===== src/rtl/core/sfs_pkg.sv =====
// ----------------------------------------------------------------------------
// sfs_pkg: shared types and constants of the sprite frame sequencer
// Widths, register map, the configuration struct and the control structs between sequencer and divider.
// ----------------------------------------------------------------------------
`default_nettype none

package sfs_pkg;

    localparam int FRAME_BITS  = 8;
    localparam int TIME_BITS   = 16;
    localparam int REPEAT_BITS = 8;
    localparam int ELAPSED_W   = TIME_BITS + 1;
    localparam int NF_W        = FRAME_BITS + 1;
    localparam int PROD_W      = ELAPSED_W + NF_W;

    localparam int DATA_W    = 32;
    localparam int ADDR_W    = 5;
    localparam int REG_IDX_W = ADDR_W - 2;

    localparam logic [REG_IDX_W-1:0] REG_START_FRAME     = 3'd0;
    localparam logic [REG_IDX_W-1:0] REG_END_FRAME       = 3'd1;
    localparam logic [REG_IDX_W-1:0] REG_ANIM_DURATION   = 3'd2;
    localparam logic [REG_IDX_W-1:0] REG_INITIAL_REPEATS = 3'd3;
    localparam logic [REG_IDX_W-1:0] REG_PING_PONG       = 3'd4;
    localparam logic [REG_IDX_W-1:0] REG_LOOP_FOREVER    = 3'd5;

    localparam logic OP_TICK  = 1'b0;
    localparam logic OP_START = 1'b1;

    typedef struct packed {
        logic [FRAME_BITS-1:0]  start_frame;
        logic [FRAME_BITS-1:0]  end_frame;
        logic [TIME_BITS-1:0]   anim_duration;
        logic [REPEAT_BITS-1:0] initial_repeats;
        logic                   ping_pong;
        logic                   loop_forever;
    } cfg_t;

    typedef struct packed {
        logic start;
    } div_ctrl_t;

    typedef struct packed {
        logic busy;
        logic done;
    } div_stat_t;

endpackage

`default_nettype wire


===== src/rtl/core/sprite_frame_sequencer_top.sv =====
// ----------------------------------------------------------------------------
// sprite_frame_sequencer_top: animation frame index sequencer
// Accumulates tick time, scales it to a frame step through a serial divider
// and steps the frame index forward, backward or ping-pong with repeats.
// ----------------------------------------------------------------------------
//  channel   ports                                     direction
//  cfg       psel penable pwrite paddr pwdata prdata   in / out (APB)
//            pready
//  input     s_valid s_ready s_op s_delta_time         in
//  result    m_valid m_ready m_frame_index m_running   out
//            m_reversed m_repeats_left
//
//  A tick on a running animation passes through multiply, divider launch,
//  PROD_W (26) divider steps, divider done and finish before its result shows;
//  the divider steps make up most of that path.
//  A start command or an idle tick goes from idle straight to the finish step.
//  One transaction is in flight at a time; s_ready is low until its result is
//  issued, and a second result holds in the finish step until m_ready frees it.
//  Synchronous active-low reset clears state and m_valid and resets the configuration (duration to 1).
// ----------------------------------------------------------------------------
`default_nettype none

module sprite_frame_sequencer_top (
    input  wire logic                            aclk,
    input  wire logic                            aresetn,
    input  wire logic                            psel,
    input  wire logic                            penable,
    input  wire logic                            pwrite,
    input  wire logic [sfs_pkg::ADDR_W-1:0]      paddr,
    input  wire logic [sfs_pkg::DATA_W-1:0]      pwdata,
    output logic      [sfs_pkg::DATA_W-1:0]      prdata,
    output logic                                 pready,
    input  wire logic                            s_valid,
    output logic                                 s_ready,
    input  wire logic                            s_op,
    input  wire logic [sfs_pkg::TIME_BITS-1:0]   s_delta_time,
    output logic                                 m_valid,
    input  wire logic                            m_ready,
    output logic      [sfs_pkg::FRAME_BITS-1:0]  m_frame_index,
    output logic                                 m_running,
    output logic                                 m_reversed,
    output logic      [sfs_pkg::REPEAT_BITS-1:0] m_repeats_left
);

    localparam logic [2:0] ST_IDLE   = 3'd0;
    localparam logic [2:0] ST_MUL    = 3'd1;
    localparam logic [2:0] ST_LAUNCH = 3'd2;
    localparam logic [2:0] ST_DIV    = 3'd3;
    localparam logic [2:0] ST_FIN    = 3'd4;

    sfs_pkg::cfg_t      cfg;
    sfs_pkg::div_ctrl_t div_ctrl;
    sfs_pkg::div_stat_t div_stat;

    logic [2:0] state_reg;
    logic [2:0] state_next;

    logic [sfs_pkg::ELAPSED_W-1:0]   elapsed_reg;
    logic [sfs_pkg::ELAPSED_W-1:0]   elapsed_next;
    logic [sfs_pkg::FRAME_BITS-1:0]  frame_reg;
    logic [sfs_pkg::FRAME_BITS-1:0]  frame_next;
    logic                            active_reg;
    logic                            active_next;
    logic                            backward_reg;
    logic                            backward_next;
    logic [sfs_pkg::REPEAT_BITS-1:0] repeat_reg;
    logic [sfs_pkg::REPEAT_BITS-1:0] repeat_next;

    logic                            op_reg;
    logic [sfs_pkg::NF_W-1:0]        nf_reg;
    logic [sfs_pkg::PROD_W-1:0]      prod_reg;
    logic [sfs_pkg::PROD_W-1:0]      quotient;

    logic                            m_valid_reg;
    logic [sfs_pkg::FRAME_BITS-1:0]  m_frame_reg;
    logic                            m_running_reg;
    logic                            m_reversed_reg;
    logic [sfs_pkg::REPEAT_BITS-1:0] m_repeats_reg;

    logic                            in_accept;
    logic                            out_free;
    logic                            fin_fire;
    logic                            fwd_order;
    logic [sfs_pkg::FRAME_BITS-1:0]  lo_frame;
    logic [sfs_pkg::FRAME_BITS-1:0]  span;
    logic [sfs_pkg::FRAME_BITS-1:0]  nf_base;
    logic [sfs_pkg::TIME_BITS-1:0]   dur;
    logic [sfs_pkg::FRAME_BITS-1:0]  step_sat;
    logic [sfs_pkg::FRAME_BITS-1:0]  frame_calc;
    logic                            pass_done;
    logic                            bw_flip;

    sfs_regs u_regs (
        .aclk    (aclk),
        .aresetn (aresetn),
        .psel    (psel),
        .penable (penable),
        .pwrite  (pwrite),
        .paddr   (paddr),
        .pwdata  (pwdata),
        .prdata  (prdata),
        .pready  (pready),
        .cfg     (cfg)
    );

    sfs_divider u_div (
        .aclk     (aclk),
        .aresetn  (aresetn),
        .ctrl     (div_ctrl),
        .dividend (prod_reg),
        .divisor  (dur),
        .stat     (div_stat),
        .quotient (quotient)
    );

    assign s_ready   = (state_reg == ST_IDLE);
    assign in_accept = s_valid && s_ready;
    assign out_free  = !m_valid_reg || m_ready;
    assign fin_fire  = (state_reg == ST_FIN) && out_free;

    assign m_valid        = m_valid_reg;
    assign m_frame_index  = m_frame_reg;
    assign m_running      = m_running_reg;
    assign m_reversed     = m_reversed_reg;
    assign m_repeats_left = m_repeats_reg;

    assign div_ctrl.start = (state_reg == ST_LAUNCH);

    assign fwd_order = cfg.start_frame <= cfg.end_frame;
    assign lo_frame  = fwd_order ? cfg.start_frame : cfg.end_frame;
    assign span      = fwd_order ? (cfg.end_frame - cfg.start_frame)
                                 : (cfg.start_frame - cfg.end_frame);
    assign nf_base   = (lo_frame > span) ? lo_frame : span;
    assign dur       = (cfg.anim_duration == '0) ? sfs_pkg::TIME_BITS'(1)
                                                 : cfg.anim_duration;

    assign step_sat  = (quotient > sfs_pkg::PROD_W'(span)) ? span
                                                          : quotient[sfs_pkg::FRAME_BITS-1:0];
    assign pass_done = elapsed_reg >= sfs_pkg::ELAPSED_W'(dur);
    assign bw_flip   = cfg.ping_pong ? !backward_reg : backward_reg;

    always_comb begin
        if (backward_reg) begin
            frame_calc = fwd_order ? (cfg.end_frame - step_sat) : cfg.start_frame;
        end else begin
            frame_calc = lo_frame + step_sat;
        end
    end

    always_comb begin
        state_next = state_reg;
        case (state_reg)
            ST_IDLE: begin
                if (in_accept) begin
                    if (s_op == sfs_pkg::OP_TICK && active_reg) begin
                        state_next = ST_MUL;
                    end else begin
                        state_next = ST_FIN;
                    end
                end
            end
            ST_MUL: begin
                state_next = ST_LAUNCH;
            end
            ST_LAUNCH: begin
                state_next = ST_DIV;
            end
            ST_DIV: begin
                if (div_stat.done) begin
                    state_next = ST_FIN;
                end
            end
            ST_FIN: begin
                if (out_free) begin
                    state_next = ST_IDLE;
                end
            end
            default: begin
                state_next = ST_IDLE;
            end
        endcase
    end

    always_comb begin
        elapsed_next  = elapsed_reg;
        frame_next    = frame_reg;
        active_next   = active_reg;
        backward_next = backward_reg;
        repeat_next   = repeat_reg;
        if (in_accept && s_op == sfs_pkg::OP_TICK && active_reg) begin
            elapsed_next = elapsed_reg + sfs_pkg::ELAPSED_W'(s_delta_time);
        end
        if (fin_fire) begin
            if (op_reg == sfs_pkg::OP_START) begin
                elapsed_next  = '0;
                active_next   = 1'b1;
                backward_next = 1'b0;
                repeat_next   = cfg.initial_repeats;
                frame_next    = cfg.start_frame;
            end else if (active_reg) begin
                frame_next = frame_calc;
                if (pass_done) begin
                    elapsed_next = '0;
                    if (!cfg.loop_forever && repeat_reg == '0) begin
                        active_next = 1'b0;
                    end else begin
                        if (!cfg.loop_forever) begin
                            repeat_next = repeat_reg - sfs_pkg::REPEAT_BITS'(1);
                        end
                        backward_next = bw_flip;
                        frame_next    = bw_flip ? cfg.end_frame : cfg.start_frame;
                    end
                end
            end else if (repeat_reg != '0 || cfg.loop_forever) begin
                active_next  = 1'b1;
                elapsed_next = '0;
                if (!cfg.loop_forever) begin
                    repeat_next = repeat_reg - sfs_pkg::REPEAT_BITS'(1);
                end
                backward_next = bw_flip;
                frame_next    = bw_flip ? cfg.end_frame : cfg.start_frame;
            end
        end
    end

    always_ff @(posedge aclk) begin
        if (!aresetn) begin
            state_reg    <= ST_IDLE;
            elapsed_reg  <= '0;
            frame_reg    <= '0;
            active_reg   <= 1'b0;
            backward_reg <= 1'b0;
            repeat_reg   <= '0;
            m_valid_reg  <= 1'b0;
        end else begin
            state_reg    <= state_next;
            elapsed_reg  <= elapsed_next;
            frame_reg    <= frame_next;
            active_reg   <= active_next;
            backward_reg <= backward_next;
            repeat_reg   <= repeat_next;
            if (fin_fire) begin
                m_valid_reg <= 1'b1;
            end else if (m_ready) begin
                m_valid_reg <= 1'b0;
            end
        end
    end

    always_ff @(posedge aclk) begin
        if (in_accept) begin
            op_reg <= s_op;
            nf_reg <= {1'b0, nf_base} + sfs_pkg::NF_W'(1);
        end
        if (state_reg == ST_MUL) begin
            prod_reg <= sfs_pkg::PROD_W'(elapsed_reg) * sfs_pkg::PROD_W'(nf_reg);
        end
        if (fin_fire) begin
            m_frame_reg    <= frame_next;
            m_running_reg  <= active_next;
            m_reversed_reg <= backward_next;
            m_repeats_reg  <= repeat_next;
        end
    end

endmodule

`default_nettype wire


===== src/rtl/core/sfs_regs.sv =====
// ----------------------------------------------------------------------------
// sfs_regs: configuration register file
// APB-style slave holding the animation range, duration and repeat controls.
// ----------------------------------------------------------------------------
`default_nettype none

module sfs_regs (
    input  wire logic                       aclk,
    input  wire logic                       aresetn,
    input  wire logic                       psel,
    input  wire logic                       penable,
    input  wire logic                       pwrite,
    input  wire logic [sfs_pkg::ADDR_W-1:0] paddr,
    input  wire logic [sfs_pkg::DATA_W-1:0] pwdata,
    output logic      [sfs_pkg::DATA_W-1:0] prdata,
    output logic                            pready,
    output sfs_pkg::cfg_t                   cfg
);

    sfs_pkg::cfg_t                    cfg_reg;
    sfs_pkg::cfg_t                    cfg_next;
    logic                             wr_en;
    logic [sfs_pkg::REG_IDX_W-1:0]    idx;

    assign wr_en  = psel && penable && pwrite;
    assign idx    = paddr[sfs_pkg::ADDR_W-1:2];
    assign pready = 1'b1;
    assign cfg    = cfg_reg;

    always_comb begin
        cfg_next = cfg_reg;
        if (wr_en) begin
            case (idx)
                sfs_pkg::REG_START_FRAME: begin
                    cfg_next.start_frame = pwdata[sfs_pkg::FRAME_BITS-1:0];
                end
                sfs_pkg::REG_END_FRAME: begin
                    cfg_next.end_frame = pwdata[sfs_pkg::FRAME_BITS-1:0];
                end
                sfs_pkg::REG_ANIM_DURATION: begin
                    cfg_next.anim_duration = pwdata[sfs_pkg::TIME_BITS-1:0];
                end
                sfs_pkg::REG_INITIAL_REPEATS: begin
                    cfg_next.initial_repeats = pwdata[sfs_pkg::REPEAT_BITS-1:0];
                end
                sfs_pkg::REG_PING_PONG: begin
                    cfg_next.ping_pong = pwdata[0];
                end
                sfs_pkg::REG_LOOP_FOREVER: begin
                    cfg_next.loop_forever = pwdata[0];
                end
                default: begin
                    cfg_next = cfg_reg;
                end
            endcase
        end
    end

    always_ff @(posedge aclk) begin
        if (!aresetn) begin
            cfg_reg.start_frame     <= '0;
            cfg_reg.end_frame       <= '0;
            cfg_reg.anim_duration   <= sfs_pkg::TIME_BITS'(1);
            cfg_reg.initial_repeats <= '0;
            cfg_reg.ping_pong       <= 1'b0;
            cfg_reg.loop_forever    <= 1'b0;
        end else begin
            cfg_reg <= cfg_next;
        end
    end

    always_comb begin
        prdata = '0;
        case (idx)
            sfs_pkg::REG_START_FRAME: begin
                prdata = sfs_pkg::DATA_W'(cfg_reg.start_frame);
            end
            sfs_pkg::REG_END_FRAME: begin
                prdata = sfs_pkg::DATA_W'(cfg_reg.end_frame);
            end
            sfs_pkg::REG_ANIM_DURATION: begin
                prdata = sfs_pkg::DATA_W'(cfg_reg.anim_duration);
            end
            sfs_pkg::REG_INITIAL_REPEATS: begin
                prdata = sfs_pkg::DATA_W'(cfg_reg.initial_repeats);
            end
            sfs_pkg::REG_PING_PONG: begin
                prdata = sfs_pkg::DATA_W'(cfg_reg.ping_pong);
            end
            sfs_pkg::REG_LOOP_FOREVER: begin
                prdata = sfs_pkg::DATA_W'(cfg_reg.loop_forever);
            end
            default: begin
                prdata = '0;
            end
        endcase
    end

endmodule

`default_nettype wire


===== src/rtl/core/sfs_divider.sv =====
// ----------------------------------------------------------------------------
// sfs_divider: serial restoring divider
// One quotient bit per cycle; divides the scaled elapsed time by the duration.
// ----------------------------------------------------------------------------
`default_nettype none

module sfs_divider (
    input  wire logic                          aclk,
    input  wire logic                          aresetn,
    input  sfs_pkg::div_ctrl_t                 ctrl,
    input  wire logic [sfs_pkg::PROD_W-1:0]    dividend,
    input  wire logic [sfs_pkg::TIME_BITS-1:0] divisor,
    output sfs_pkg::div_stat_t                 stat,
    output logic      [sfs_pkg::PROD_W-1:0]    quotient
);

    localparam int CNT_W = $clog2(sfs_pkg::PROD_W + 1);

    logic [sfs_pkg::PROD_W-1:0]    quo_reg;
    logic [sfs_pkg::PROD_W-1:0]    quo_next;
    logic [sfs_pkg::TIME_BITS-1:0] rem_reg;
    logic [sfs_pkg::TIME_BITS-1:0] rem_next;
    logic [sfs_pkg::TIME_BITS-1:0] dsr_reg;
    logic [CNT_W-1:0]              cnt_reg;
    logic                          busy_reg;
    logic                          done_reg;
    logic [sfs_pkg::TIME_BITS:0]   trial;
    logic [sfs_pkg::TIME_BITS:0]   diff;
    logic                          fits;

    assign trial    = {rem_reg, quo_reg[sfs_pkg::PROD_W-1]};
    assign diff     = trial - {1'b0, dsr_reg};
    assign fits     = trial >= {1'b0, dsr_reg};
    assign rem_next = fits ? diff[sfs_pkg::TIME_BITS-1:0] : trial[sfs_pkg::TIME_BITS-1:0];
    assign quo_next = {quo_reg[sfs_pkg::PROD_W-2:0], fits};

    assign quotient  = quo_reg;
    assign stat.busy = busy_reg;
    assign stat.done = done_reg;

    always_ff @(posedge aclk) begin
        if (!aresetn) begin
            busy_reg <= 1'b0;
            done_reg <= 1'b0;
            cnt_reg  <= '0;
        end else begin
            done_reg <= 1'b0;
            if (ctrl.start) begin
                busy_reg <= 1'b1;
                cnt_reg  <= CNT_W'(sfs_pkg::PROD_W);
            end else if (busy_reg) begin
                cnt_reg <= cnt_reg - CNT_W'(1);
                if (cnt_reg == CNT_W'(1)) begin
                    busy_reg <= 1'b0;
                    done_reg <= 1'b1;
                end
            end
        end
    end

    always_ff @(posedge aclk) begin
        if (ctrl.start) begin
            quo_reg <= dividend;
            rem_reg <= '0;
            dsr_reg <= divisor;
        end else if (busy_reg) begin
            quo_reg <= quo_next;
            rem_reg <= rem_next;
        end
    end

endmodule

`default_nettype wire


===== config.mk =====
export PLATFORM = sky130hd
export DESIGN_NAME = sprite_frame_sequencer_top
export DESIGN_NICKNAME = d
export VERILOG_FILES = /design/src/rtl/core/sfs_pkg.sv /design/src/rtl/core/sprite_frame_sequencer_top.sv /design/src/rtl/core/sfs_regs.sv /design/src/rtl/core/sfs_divider.sv
export SDC_FILE = /design/constraint.sdc
export NUM_CORES = 1
export LEC_CHECK = 0
export BUFFER_PORTS_ARGS = -buffer_cell sky130_fd_sc_hd__buf_2
export CAP_MARGIN = 20
export CELL_PAD_IN_SITES_DETAIL_PLACEMENT = 0
export CELL_PAD_IN_SITES_GLOBAL_PLACEMENT = 2
export CORE_MARGIN = 2
export CORE_UTILIZATION = 30
export CTS_BUF_LIST = sky130_fd_sc_hd__clkbuf_8
export DETAILED_ROUTE_END_ITERATION = 16
export HOLD_SLACK_MARGIN = 0.15
export PLACE_DENSITY_LB_ADDON = 0.1
export SLEW_MARGIN = 20
export SYNTH_ARGS = -nofsm -noshare
export SYNTH_HDL_FRONTEND = slang
export SYNTH_HIERARCHICAL = 1
export SYNTH_SLANG_ARGS = --single-unit

===== constraint.sdc =====
create_clock -name aclk -period 6.2 [get_ports aclk]
set_input_delay 1.24 -clock aclk [delete_from_list [all_inputs] [get_ports aclk]]
set_output_delay 1.24 -clock aclk [all_outputs]
set_load 0.01 [all_outputs]

== Word-level counts from Yosys, hierarchy flattened ==
Cells that the tools add are included.

* Register bits after elaboration: 200
* Bits of input ports: 61
* Output and inout port bits: 53
* Logic and storage cells: 144

* Add/subtract/negate cells: 9
* $mul: 1
* Order comparisons: 5
* Eq/ne operators: 13
* Multiplexer cells: 57
* Bitwise operators: 3
* Reductions and logical operators: 29

{| class="wikitable"
|+ Operators by type and width
! operator !! number
|-
| 2-to-1 mux 8 bit || 20
|-
| 2-to-1 mux 17 bit || 6
|-
| one-hot mux 16 bit (6 select lines) || 1
|-
| 2-to-1 mux 26 bit || 2
|-
| greater-or-equal comparator 17 x 16 -> 1 bit || 2
|-
| 2-to-1 mux 16 bit || 2
|-
| greater-than comparator 26 x 8 -> 1 bit || 1
|-
| multiplier 17 x 9 -> 26 bit || 1
|-
| subtractor 8 bit || 3
|-
| 2-to-1 mux 1 bit || 19
|-
| adder 17 x 16 -> 17 bit || 1
|-
| zero test 16 bit || 1
|-
| subtractor 16 bit || 1
|-
| one-hot mux 3 bit (5 select lines) || 1
|-
| == test 3 x 2 -> 1 bit, second input constant || 4
|-
| 2-to-1 mux 3 bit || 4
|-
| AND reduction 2 bit || 6
|-
| 2-to-1 mux 5 bit || 2
|-
| adder 8 x 1 -> 9 bit, second input constant || 1
|-
| == test 3 bit, second input constant || 3
|-
| adder 8 bit || 1
|-
| greater-than comparator 8 bit || 1
|-
| less-or-equal comparator 8 bit || 1
|-
| logical AND 1 bit || 8
|-
| 16 further kinds || 25
|}

== Depth between registers and ports, before layout ==
* Word-level depth: 12
* Gate-level depth with buffers: 32
* Depth with buffers taken out: 29

== Modules after synthesis ==
Netlist, hierarchy kept.

{| class="wikitable"
|+ By module, submodules not included
! module !! instances !! cells each !! area an instance (um2) !! sequential area each (um2)
|-
| sprite_frame_sequencer_top || 1 || 1404 || 11945.2 || 2402.3
|-
| sfs_divider || 1 || 312 || 3458.3 || 1721.7
|-
| sfs_regs || 1 || 209 || 2054.5 || 840.8
|}

== Worst setup path after synthesis ==
OpenSTA, ideal clock, no wires.

* Path type: register -> register
* Start point: reg u_regs.cfg_reg, in the netlist u_regs/cfg[27]
* End point: reg m_frame_reg, in the netlist m_frame_index[7] (data pin)
* Library setup time: 0.266 ns
* Arrival time: 5.735 ns
* Required time: 5.934 ns
* Setup slack: 0.198 ns
* Cell stages (with the launch flop): 27
* Path buffers: 1
* Period minus slack after synthesis: 6.002 ns
* Cells stage by stage: dfxtp_1 -> inv_1 -> fa_1 -> a21o_1 -> a311o_1 -> and4b_1 -> o32ai_2 -> a32oi_1 -> xnor2_1 -> inv_1 -> ha_1 -> nand4_1 -> nor2_1 -> o21a_1 -> a31oi_1 -> clkbuf_1 -> nand2_1 -> o21a_1 -> ha_1 -> a21o_1 -> a21oi_1 -> o21ai_0 -> o41ai_1 -> xor2_1 -> and3b_1 -> a2111oi_2 -> nor2_1

* Longest elaborated chain between the ends: 12
* Elaborated cells between the ends (all ways): 16
* Those cells by class: add/sub: 4; order compare: 2; mux: 10

{| class="wikitable"
|+ Ends and longest elaborated chain
! item !! line !! text
|-
| start: declaration || sfs_regs.sv:20 || <nowiki>sfs_pkg::cfg_t cfg_reg;</nowiki>
|-
| start signal: assignment || sfs_regs.sv:68 || <nowiki>cfg_reg <= cfg_next;</nowiki>
|-
| subtractor 8 bit (tied with other cells) || sprite_frame_sequencer_top.sv:132 || <nowiki>: (cfg.start_frame - cfg.end_frame);</nowiki>
|-
| 2-to-1 mux 8 bit || sprite_frame_sequencer_top.sv:131 || <nowiki>assign span = fwd_order ? (cfg.end_frame - cfg.start_frame)</nowiki>
|-
| greater-than comparator 26 x 8 -> 1 bit || sprite_frame_sequencer_top.sv:137 || <nowiki>assign step_sat = (quotient > sfs_pkg::PROD_W'(span)) ? span</nowiki>
|-
| 2-to-1 mux 8 bit || sprite_frame_sequencer_top.sv:137 ||
|-
| subtractor 8 bit || sprite_frame_sequencer_top.sv:144 || <nowiki>frame_calc = fwd_order ? (cfg.end_frame - step_sat) : cfg.start_frame;</nowiki>
|-
| 2-to-1 mux 8 bit || sprite_frame_sequencer_top.sv:144 ||
|-
| 2-to-1 mux 8 bit * || sprite_frame_sequencer_top.sv:143 || <nowiki>if (backward_reg) begin</nowiki>
|-
| 2-to-1 mux 8 bit || sprite_frame_sequencer_top.sv:204 || <nowiki>if (!cfg.loop_forever && repeat_reg == '0) begin</nowiki>
|-
| 2-to-1 mux 8 bit * || sprite_frame_sequencer_top.sv:202 || <nowiki>if (pass_done) begin</nowiki>
|-
| 2-to-1 mux 8 bit * || sprite_frame_sequencer_top.sv:200 || <nowiki>end else if (active_reg) begin</nowiki>
|-
| 2-to-1 mux 8 bit * || sprite_frame_sequencer_top.sv:194 || <nowiki>if (op_reg == sfs_pkg::OP_START) begin</nowiki>
|-
| 2-to-1 mux 8 bit * || sprite_frame_sequencer_top.sv:193 || <nowiki>if (fin_fire) begin</nowiki>
|-
| net frame_next (one bit) || sprite_frame_sequencer_top.sv:61 || <nowiki>logic [sfs_pkg::FRAME_BITS-1:0] frame_next;</nowiki>
|-
| end signal: assignment || sprite_frame_sequencer_top.sv:259 || <nowiki>m_frame_reg <= frame_next;</nowiki>
|-
| end: declaration || sprite_frame_sequencer_top.sv:75 || <nowiki>logic [sfs_pkg::FRAME_BITS-1:0] m_frame_reg;</nowiki>
|}

The timed path passes the listed nets; every way through them passes the cells marked *.
A chain may end at the register's enable or synchronous reset.

== Final worst setup path ==
* Start point: reg u_regs.cfg_reg, in the netlist u_regs/cfg[34]
* End point: reg m_frame_reg, in the netlist m_frame_index[7] (data pin)

The elaborated chain is that of the path after synthesis.

==> impl_metrics.yaml <==
outcome:
  status: "finished clean"
detailed_routing:
  ant_nets: 0
  drc_errors: 0
  vias: 13700
  first_pass_iters: 4
  vias_per_cell: 4.88
  drt_iter0_drc: 632
  drt_wl_total_um: 52700
  wl_per_cell_um: 18.8
grt:
  grt-ovfl-total: 0
  grt_pass1_wl_um: 82600
  antenna_found_initial: 2
  grt_max_degree: 57
  grtUsageTotal_pct: 18.0
  grt_pass1_vias: 14000
timing:
  worstMarginPinSlew_ns: 0.934
  setup_tns_ns: 0
  maxSlewViolCount: 0
  fin_crit_ns: 5.95
  relSlewSlack_pct: 37.8
  max_clock_freq_mhz: 168
  fin_worst_skew_ns: 0.0339
  finalHoldViolations: 0
  fin_crit_sh_pct: 95.9
  setup_viol: 0
  hold_slack_ns: 0.470
floorplan:
  coreArea_um2: 57600
  pin_count: 114
  die_h_um: 245
  initial_core_util_pct: 30.3
  rows: 88
  die_w_um: 245
  dieArea_um2: 60100
final_layout:
  mostFrequentLayoutCells: "252 x nand2_1, 201 x inv_1, 137 x ha_1, 119 x nor2_1, 109 x fa_1"
  fin_cells: 2797
  regArea_um2: 4970
  nets: 2332
  multi_input_area_um2: 11400
  final_common_cell: "nand2_1"
  largest_register_ffs: 42
  num-fill-cells: 6040
  area_growth_pct: 12.6
  drive_above_1_share_pct: 15.8
  fin_area_um2: 19700
  final_util_pct: 34.1
worst_setup_path:
  cp.required_ns: 6.56
  max_stage_delay_ns: 0.43
  crit_fanout: 7
  startpoint_type: "flip-flop"
  critPathKind: "reg -> reg"
  reg2reg_depth: 31
  reg2reg_from: "u_regs/cfg[34]$_SDFFE_PN0P_"
  crit_path_frequent_cell: "inv_2"
  rrSetupSlack_ns: 0.25
  crit_family: "compound AO/OA/AOI/OAI gates"
  slowest_stage: "a311o_1"
  cp.arrival_ns: 6.31
  endpoint_kind: "flip-flop"
  crit_buf_inv: 7
  r2r-end: "m_frame_index[7]$_DFFE_PP_"
clock_tree:
  clockRootBuffer: "clkbuf_8"
  cts_tree: "done"
  cts_buffers: 17
  h-tree-depth: 4
  clock_sinks: 200
  clk_latency_ns: 0.59
  cts.path.max_buffers: 2
  path_clk_slew_ns: 0.13
place:
  dp_cells: 2755
  place_area_um2: 19000
  hpwl_um: 41600
  place_congestion: 0.803
  port_buffers: 78
hold_path:
  hold_path.class: "reg -> reg"
  hp-start: "u_div/rem_reg[15]$_SDFFE_PP0P_"
  holdPathStages: 2
  holdPathEnd: "u_div/rem_reg[15]$_SDFFE_PP0P_"
synthesis:
  ys_warn_count: 6
  netlist_area_um2: 17500
  syn_inst: 1924
  syn_area_per_cell_um2: 9.07
power_and_ir_drop:
  vdd_drop_max_uv: 172
  p_leak_nw: 8.47
  power_density_nw_per_um2: 191
run:
  maxCapViolCount: 0
==> power by group <==
group | internal [W] | switching [W]
Clock | 0.000316 | 0.000606
Combinational | 0.000502 | 0.000753
Sequential | 0.00149 | 0.0000969
Total | 0.00231 | 0.00146
==> timing repair <==
action | 4_1_cts | 5_1_grt
hold buffers | 0 | 0
gates cloned | 0 | 0
setup buffers | 2 | 6
pin swaps | 5 | 21
endpoints found under the setup margin | 2 | 9
gates resized for setup | 9 | 35
==> final cells by class <==
| type | instances | share of cell area (%) |
|---|---|---|
| Timing Repair Buffer | 174 | 5.69 |
| Tap cell | 765 | 4.87 |
| Multi-Input combinational cell | 1418 | 58.1 |
| Sequential cell | 200 | 25.3 |
| Clock buffer | 17 | 1.19 |
| Inverter | 206 | 3.93 |
| Clock inverter | 15 | 0.955 |
| Antenna cell | 2 | 0.0255 |
==> stage by stage <==
step / power, W / worst slack [ns]
CTS: 0.00382 / 0.00255
floorplan: 0.00253 / 0.198
global route: 0.00402 / -0.0111
global placement: 0.00286 / -0.0601
detailed placement: 0.00286 / -0.108
finish: 0.00376 / 0.252
==> worst max path at each step <==
stage	start	end	slack, ns	depth (start not counted)
after global placement	u_regs/cfg[34]$_SDFFE_PN0P_	m_frame_index[7]$_DFFE_PP_	-0.06	30
after detailed placement	u_regs/cfg[34]$_SDFFE_PN0P_	m_frame_index[7]$_DFFE_PP_	-0.11	30
after CTS	u_regs/cfg[34]$_SDFFE_PN0P_	m_frame_index[6]$_DFFE_PP_	0.003	31
final	u_regs/cfg[34]$_SDFFE_PN0P_	m_frame_index[7]$_DFFE_PP_	0.25	31
after floorplan	u_regs/cfg[27]$_SDFFE_PN0P_	m_frame_index[7]$_DFFE_PP_	0.20	26
after global routing	u_regs/cfg[34]$_SDFFE_PN0P_	m_frame_index[7]$_DFFE_PP_	-0.01	31
==> per-layer routing <==
layer	track usage, %	up-vias	share of wire, %
li1	-	6729	-
met1	24.7	6650	49
met2	29.0	221	46
met3	2.42	50	2.9
met4	6.17	0	2.4
met5	0	-	0
==> worst register-to-register path, delay by kind of cell, from the launching register on <==
kind | cells | cell delay (ns)
AOI/OAI and AO/OA | 14 | 2.88
muxes | 1 | 0.11
buffers and inverters | 7 | 0.79
and+or+nand+nor | 4 | 0.49
DFF | 1 | 0.34
xor gates and xnor gates | 1 | 0.18
adders and majority gates | 4 | 0.94
Note: power is estimated with default switching activity, not from simulation.
